`config.mk`:
```
export PLATFORM = sky130hd
export DESIGN_NAME = q3_weight_gemv_eight_rows_unit
export DESIGN_NICKNAME = d
export VERILOG_FILES = /design/src/q3gemv_pkg.sv /design/src/q3gemv_cell.sv /design/src/q3_weight_gemv_eight_rows_unit.sv
export SDC_FILE = /design/constraint.sdc
export NUM_CORES = 2
export LEC_CHECK = 0
export BUFFER_PORTS_ARGS = -buffer_cell sky130_fd_sc_hd__buf_2
export CAP_MARGIN = 10
export CORE_MARGIN = 2
export CORE_UTILIZATION = 50
export DETAILED_ROUTE_END_ITERATION = 16
export GPL_ROUTABILITY_DRIVEN = 0
export PLACE_DENSITY = 0.66
export SLEW_MARGIN = 20
export SYNTH_ARGS = -nofsm -noshare
export SYNTH_HDL_FRONTEND = slang
export SYNTH_HIERARCHICAL = 1
export SYNTH_SLANG_ARGS = --single-unit
```
`constraint.sdc`:
```
create_clock -name clk -period 23.8 [get_ports clk]
set_input_delay 2.38 -clock clk [delete_from_list [all_inputs] [get_ports clk]]
set_output_delay 2.38 -clock clk [all_outputs]
set_load 0.05 [all_outputs]
```
`src/q3gemv_pkg.sv`:
```
// Shared types and constants for the 3-bit weight, 8-bit activation eight-row GEMV unit.
// No dependencies.
`timescale 1ns / 1ps
`default_nettype none

package q3gemv_pkg;

	localparam int ROWS        = 8;
	localparam int PAIRS       = 4;
	localparam int ACT_W       = 8;
	localparam int CODE_W      = 3;
	localparam int PROD_W      = ACT_W + CODE_W;
	localparam int SUM_W       = 32;
	localparam int BYTE_W      = 8;
	localparam int LOW_BASE    = ACT_W;
	localparam int HIGH_BASE   = ACT_W + PAIRS * BYTE_W;
	localparam int IN_TDATA_W  = ACT_W + 2 * PAIRS * BYTE_W;
	localparam int OUT_TDATA_W = ROWS * SUM_W;

	typedef logic [CODE_W-1:0] code_t;
	typedef logic [SUM_W-1:0]  sum_t;

	// one column travelling along the cell chain
	typedef struct packed {
		logic                     valid;
		logic                     last;
		logic signed [ACT_W-1:0]  act;
		logic [ROWS-1:0][CODE_W-1:0] codes;
		logic [ROWS-1:0][SUM_W-1:0]  sums;
	} link_t;

endpackage

`default_nettype wire

```
`src/q3gemv_cell.sv`:
```
// One row cell: holds a row accumulator, consumes the front weight code and
// shifts codes and finished sums on to the next cell. Depends on q3gemv_pkg.
`timescale 1ns / 1ps
`default_nettype none

module q3gemv_cell (
	input  wire                    clk,
	input  wire                    arst_n,
	input  wire                    en,
	input  wire q3gemv_pkg::link_t link_in,
	output q3gemv_pkg::link_t      link_out
);
	import q3gemv_pkg::*;

	logic signed [CODE_W-1:0] weight;
	logic signed [PROD_W-1:0] prod;
	sum_t                     acc_q;
	sum_t                     acc_sum;
	logic                     valid_q;
	link_t                    data_q;

	// code minus four: flip the top bit
	assign weight  = {~link_in.codes[0][CODE_W-1], link_in.codes[0][CODE_W-2:0]};
	assign prod    = weight * link_in.act;
	assign acc_sum = acc_q + {{(SUM_W-PROD_W){prod[PROD_W-1]}}, prod};

	always_ff @(posedge clk or negedge arst_n) begin
		if (!arst_n) begin
			acc_q   <= '0;
			valid_q <= 1'b0;
		end else if (en) begin
			valid_q <= link_in.valid;
			if (link_in.valid) begin
				acc_q <= link_in.last ? '0 : acc_sum;
			end
		end
	end

	always_ff @(posedge clk) begin
		if (en) begin
			data_q.valid <= 1'b0;
			data_q.last  <= link_in.last;
			data_q.act   <= link_in.act;
			data_q.codes <= {code_t'(0), link_in.codes[ROWS-1:1]};
			data_q.sums  <= {acc_sum, link_in.sums[ROWS-1:1]};
		end
	end

	always_comb begin
		link_out       = data_q;
		link_out.valid = valid_q;
	end

	a_cell_clear: assert property (@(posedge clk) disable iff (!arst_n)
		en && link_in.valid && link_in.last |=> acc_q == '0)
		else $error("accumulator not cleared after last column");

	a_cell_hold: assert property (@(posedge clk) disable iff (!arst_n)
		!en |=> $stable(acc_q) && $stable(valid_q))
		else $error("cell state moved while stalled");

endmodule

`default_nettype wire

```
`src/q3_weight_gemv_eight_rows_unit.sv`:
```
// Eight-row GEMV with 3-bit weights and signed 8-bit activations, one column per transaction.
// Top level; depends on q3gemv_pkg and q3gemv_cell.
`timescale 1ns / 1ps
`default_nettype none

// Takes one matrix column per clock with no bubbles while the master side
// does not stall: the column's activation and eight weight codes walk down
// a chain of eight row cells, one cell per enabled cycle, each cell adding
// its product into its own 32-bit wrapping sum.
// On a column with tlast set the eight sums are handed out as one master
// transaction; m_tvalid rises once the column has passed the chain (the
// first cell loads on the accepting edge, seven more cells and the output
// register follow), and the sums restart from zero. A stall on the master
// side freezes the whole chain, so s_tready follows m_tready whenever a result is waiting.

module q3_weight_gemv_eight_rows_unit (
	input  wire         clk,
	input  wire         arst_n,
	input  wire         s_tvalid,
	output logic        s_tready,
	// activation, low_bits_pair0..3, high_bits_pair0..3
	input  wire  [71:0] s_tdata,
	input  wire         s_tlast,
	output logic        m_tvalid,
	input  wire         m_tready,
	// sum_row0 .. sum_row7
	output logic [255:0] m_tdata
);
	import q3gemv_pkg::*;

	logic                    en;
	link_t                   col_in;
	link_t                   links [ROWS+1];
	logic                    out_valid_q;
	logic [OUT_TDATA_W-1:0]  out_q;

	assign en       = !out_valid_q || m_tready;
	assign s_tready = en;
	assign m_tvalid = out_valid_q;
	assign m_tdata  = out_q;

	always_comb begin
		col_in.valid = s_tvalid;
		col_in.last  = s_tlast;
		col_in.act   = s_tdata[ACT_W-1:0];
		col_in.sums  = '0;
		for (int p = 0; p < PAIRS; p++) begin
			col_in.codes[2*p]   = {s_tdata[HIGH_BASE + p*BYTE_W],
				s_tdata[LOW_BASE + p*BYTE_W +: 2]};
			col_in.codes[2*p+1] = {s_tdata[HIGH_BASE + p*BYTE_W + 1],
				s_tdata[LOW_BASE + p*BYTE_W + 2 +: 2]};
		end
	end

	assign links[0] = col_in;

	for (genvar i = 0; i < ROWS; i++) begin : g_cell
		q3gemv_cell u_cell (
			.clk      (clk),
			.arst_n   (arst_n),
			.en       (en),
			.link_in  (links[i]),
			.link_out (links[i+1])
		);
	end

	always_ff @(posedge clk or negedge arst_n) begin
		if (!arst_n) begin
			out_valid_q <= 1'b0;
		end else if (en) begin
			out_valid_q <= links[ROWS].valid && links[ROWS].last;
		end
	end

	always_ff @(posedge clk) begin
		if (en) begin
			out_q <= links[ROWS].sums;
		end
	end

	a_emit: assert property (@(posedge clk) disable iff (!arst_n)
		en && links[ROWS].valid && links[ROWS].last |=> m_tvalid)
		else $error("finished column did not produce a result");

	a_no_spurious: assert property (@(posedge clk) disable iff (!arst_n)
		en && !(links[ROWS].valid && links[ROWS].last) |=> !m_tvalid)
		else $error("result raised without a last column");

endmodule

`default_nettype wire
```
---- Word-level counts from Yosys, hierarchy flattened ----
Cells that the tools add are included.
word-level totals
  logic and storage cells ................. 140
  register bits after elaboration ......... 1821
cells by class
  $add $sub $neg .......................... 8
  reductions and logical operators ........ 11
  mux-type cells .......................... 8
  bitwise operators ....................... 8
  multipliers ............................. 8
operators with widths
  operator             count
  $add A32 B32 Y32     8
  $mux W32             8
  $mul A3 B8 Y11       8
  $reduce_and A2 Y1    8
  $not A1 Y1           8
  $logic_and A1 B1 Y1  1
  $logic_not A1 Y1     1
  $logic_or A1 B1 Y1   1

---- Longest topological paths before layout ----
  depth after elaboration ................. 4
  mapped depth ............................ 22
  depth with buffers taken out ............ 21

---- Hierarchy ----
Netlist, hierarchy kept.
by module, submodules not included
  module                              sequential area each (um^2)  instances  area an instance (um^2)  cells each
  q3gemv_cell (g_cell[4].u_cell ...)  9414.0                       3          12529.5                  727
  q3gemv_cell (g_cell[2].u_cell)      9414.0                       1          12748.5                  774
  q3gemv_cell (g_cell[0].u_cell)      9414.0                       1          12558.3                  718
  q3gemv_cell (g_cell[7].u_cell)      9414.0                       1          12524.5                  728
  q3gemv_cell (g_cell[3].u_cell)      9414.0                       1          12310.6                  706
  q3gemv_cell (g_cell[1].u_cell)      9414.0                       1          12244.2                  701
  q3_weight_gemv_eight_rows_unit      7712.4                       1          7739.9                   261

---- Least setup slack after synthesis ----
Ideal clock, no wire load.
  path kind ............................... input to register
  start point ............................. input port m_tready
  end point ............................... register g_cell[4].u_cell.acc_q[10]
  stages .................................. 5
  arrival ................................. 23660 ps
  setup time .............................. 66 ps
  path buffers ............................ 1
  required time ........................... 23734 ps
  path slack .............................. 73 ps
  cell sequence ........................... nand2b_4 nand2_2 nor2_1 clkbuf_1 a22o_1
on the way
  longest elaborated chain between the ends .. 2
RTL lines
  item                         RTL line                              source
  from (decl)                  q3_weight_gemv_eight_rows_unit.sv:25  input wire m_tready,
  $logic_or A1 B1 Y1           q3_weight_gemv_eight_rows_unit.sv:37  assign en = !out_valid_q || m_tready;
  $reduce_and A2 Y1 (no line)  n/a
  to (signal assigned)         q3gemv_cell.sv:34                     acc_q <= link_in.last ? '0 : acc_sum;
  to (decl)                    q3gemv_cell.sv:17                     sum_t acc_q;
No other way between the ends.
A chain may end at the register's enable or synchronous reset.

---- Final worst setup path ----
  start point ............................. input port s_tdata[40]
  end point ............................... register g_cell[0].u_cell.data_q, in the netlist g_cell[0].u_cell/link_out[253], data pin
on the way
  longest elaborated chain between the ends .. 3
RTL lines
  item                                    RTL line                              source
  from (decl)                             q3_weight_gemv_eight_rows_unit.sv:22  input wire [71:0] s_tdata,
  $not A1 Y1                              q3gemv_cell.sv:23                     assign weight = {~link_in.codes[0][CODE_W-1], link_in.codes[0][CODE_W-2:0]};
  $mul A3 B8 Y11                          q3gemv_cell.sv:24                     assign prod = weight * link_in.act;
  $add A32 B32 Y32                        q3gemv_cell.sv:25                     assign acc_sum = acc_q + {{(SUM_W-PROD_W){prod[PROD_W-1]}}, prod};
  named net g_cell[0].u_cell.acc_sum[29]  q3gemv_cell.sv:18                     sum_t acc_sum;
  to (decl)                               q3gemv_cell.sv:20                     link_t data_q;
The timed path passes the listed nets, and every way through them passes these cells.

==> flow_metrics.py <==
metrics = {
    "outcome": {
        "outcome": "finished clean",
    },
    "timing": {
        "maxClockFrequency_ghz": 0.147,
        "grt_setup_unrepaired": "no",
        "setup_total_negative_slack_ns": 0,
        "fin_skew_ns": 0.0428,
        "slew_headroom_pct": 30.9,
        "setup_violations": 0,
        "worst_tran_pin_value_ns": 1.04,
        "final.min_clock_period_ns": 6.80,
        "timing.final.crit_share_pct": 28.6,
        "slew_violations": 0,
        "timing_hold_violations_final": 0,
    },
    "drt": {
        "wl_per_cell_um": 17.8,
        "drt_via_density": 5.46,
        "count_of_vias_placed_by_the_detailed_router": 41615,
        "first_pass_drt_iterations": 6,
        "post-route-drc-count": 0,
        "detail_route.wirelength_um": 136000,
        "ant_nets": 0,
        "dr.first_iter.drc_count": 2710,
    },
    "floorplanning": {
        "initial_util_pct": 50.4,
        "chip_width_um": 399,
        "core.rowCount": 144,
        "io-pin-count": 335,
        "die_span_y_um": 399,
        "die-area_um2": 159000,
        "core_area_um2": 154000,
    },
    "global_route": {
        "via_count_of_the_first_global_routing_pass": 40647,
        "grt_use_met1_pct": 24.3,
        "global_route.usage.met2_pct": 26.9,
        "grt.busiest_layer": "met2",
        "grt_max_degree": 169,
        "grt-ovfl-total": 0,
        "globalRouteTotalUtil_pct": 17.1,
        "groute.layer.met3.usage_pct": 2.99,
        "grt_pass1_wl_um": 217000,
        "grt_antenna_before_repair": 5,
    },
    "cells_and_area": {
        "layout-area-overhead-vs-synth_pct": 12.5,
        "nets": 5976,
        "share_of_final_layout_standard_cells_stronger_than_drive_strength_1_pct": 14.1,
        "fillers": 11955,
    },
    "clocking": {
        "clock_tree.root_cell": "sky130_fd_sc_hd__clkbuf_16",
        "cts_buf_count": 183,
        "clk_pin_slew_ns": 0.06,
        "clockBufferDepth": 3,
        "cts_tree": "built",
        "cts_resized": 0,
        "cts-htree-levels": 4,
        "postCtsHoldBufs": 0,
        "clkSinkCount": 1821,
        "post_cts_setup_buffer_count": 0,
        "worst_skew_pair.late_latency_ns": 0.81,
    },
    "synth": {
        "syn_nets": 5605,
        "synth_area_um2": 77800,
        "cell_count_after_synthesis": 5048,
        "syn_warnings": 6,
        "synth_area_per_cell_um2": 15.4,
    },
    "setup_path": {
        "critical_path.slowest_cell": "sky130_fd_sc_hd__fa_1",
        "critPathMaxStageDelay_ns": 0.57,
        "critPathKind": "input pin to register",
        "worstPathMaxFanout": 25,
        "worst_setup_path_start_kind": "input pin",
        "timing.critical_path.to_type": "register",
        "required_ns": 24.36,
        "crit_chain": "buf_2 -> or2_2 -> fa_1 -> fa_1 -> inv_1 -> ha_1 -> a21o_1 -> a21oi_1 -> o21ai_1 -> o41ai_2 -> xor2_2 -> buf_4 -> ha_1 -> a21o_1 -> a211oi_1 -> o211ai_1 -> a211oi_1 -> o21ai_0 -> o31ai_1 -> xor2_1 -> inv_1",
        "critical_path.top_delay_family": "compound AO/OA/AOI/OAI gates",
        "critical_path_buf_inv_count": 4,
        "arrival_ns": 7.36,
    },
    "min_path": {
        "min-delay-path-class": "register to register",
    },
    "placed_design": {
        "io_buf_count": 294,
        "detailedPlacementHpwl_um": 89800,
    },
    "job": {
        "drv.max_cap_violation_count": 0,
    },
}
## through the flow
stage          cell area, um^2  cells  hold slack [ns]  setup slack, ns  util, %
6_report                 87600   7626            0.402            17.00     56.7
3_3_place_gp             81300   7277            0.401            16.26     52.7
5_1_grt                  87600   7625            0.400            16.63     56.7
3_5_place_dp             81300   7277            0.405            16.24     52.7
4_1_cts                  87500   7624            0.401            17.07     56.7
2_1_floorplan            77800   5048            0.400             7.82        -
## worst paths after layout
kind / start / to / slack, ns / cells past startpoint
worst min-delay path: g_cell[7].u_cell/link_out[154] / m_tdata[154] / 0.40 / 0
worst min register to register: g_cell[7].u_cell/link_out[154] / m_tdata[154] / 0.40 / 0
max in group asynchronous: arst_n / g_cell[4].u_cell/acc_q[29] / 20.32 / 4
worst max register to register: g_cell[1].u_cell/link_out[258] / g_cell[2].u_cell/acc_q[31] / 17.73 / 18
worst max-delay path: s_tdata[40] / g_cell[0].u_cell/link_out[253] / 17.00 / 21
min in group asynchronous: arst_n / g_cell[1].u_cell/acc_q[12] / 1.58 / 1
## sequential cells by signal, summed over array words and instances (netlist names)
name                    cells
g_cell.u_cell/acc_q       256
g_cell.u_cell/link_out   1300
g_cell.u_cell/valid_q       8
m_tdata                   256
m_tvalid                    1
## metal layers
layer | share of wire (%) | wire (um)
met2 | 47 | 63300
met3 | 4.5 | 6110
met5 | 0.0066 | 9
met1 | 47 | 63300
met4 | 2.4 | 3330
## area by class of cell
cell class	instances	area, um^2	area share, %
tap	2044	2560	2.92
clock buffer	229	4940	5.64
clock inverter	118	1290	1.47
sequential	1821	53400	60.9
antenna	1	2.50	0.00286
timing repair buffer	340	1860	2.12
multi-input combinational	2923	23000	26.3
inverter	150	563	0.643
## cells in the final DEF, fill, tap and decap left out, types with 164 or more instances in the layout
cell,n
sky130_fd_sc_hd__edfxtp_1,1556
sky130_fd_sc_hd__ha_1,400
sky130_fd_sc_hd__buf_2,293
sky130_fd_sc_hd__nand2_1,273
sky130_fd_sc_hd__dfrtp_1,265
sky130_fd_sc_hd__a21oi_1,263
sky130_fd_sc_hd__nor2_1,193
sky130_fd_sc_hd__clkbuf_16,186
sky130_fd_sc_hd__a22o_1,170
sky130_fd_sc_hd__xnor2_1,164
Power is left out: the tool's default activity adds up to more than one toggle a clock period on the data nets, which glitch-free logic cannot reach.
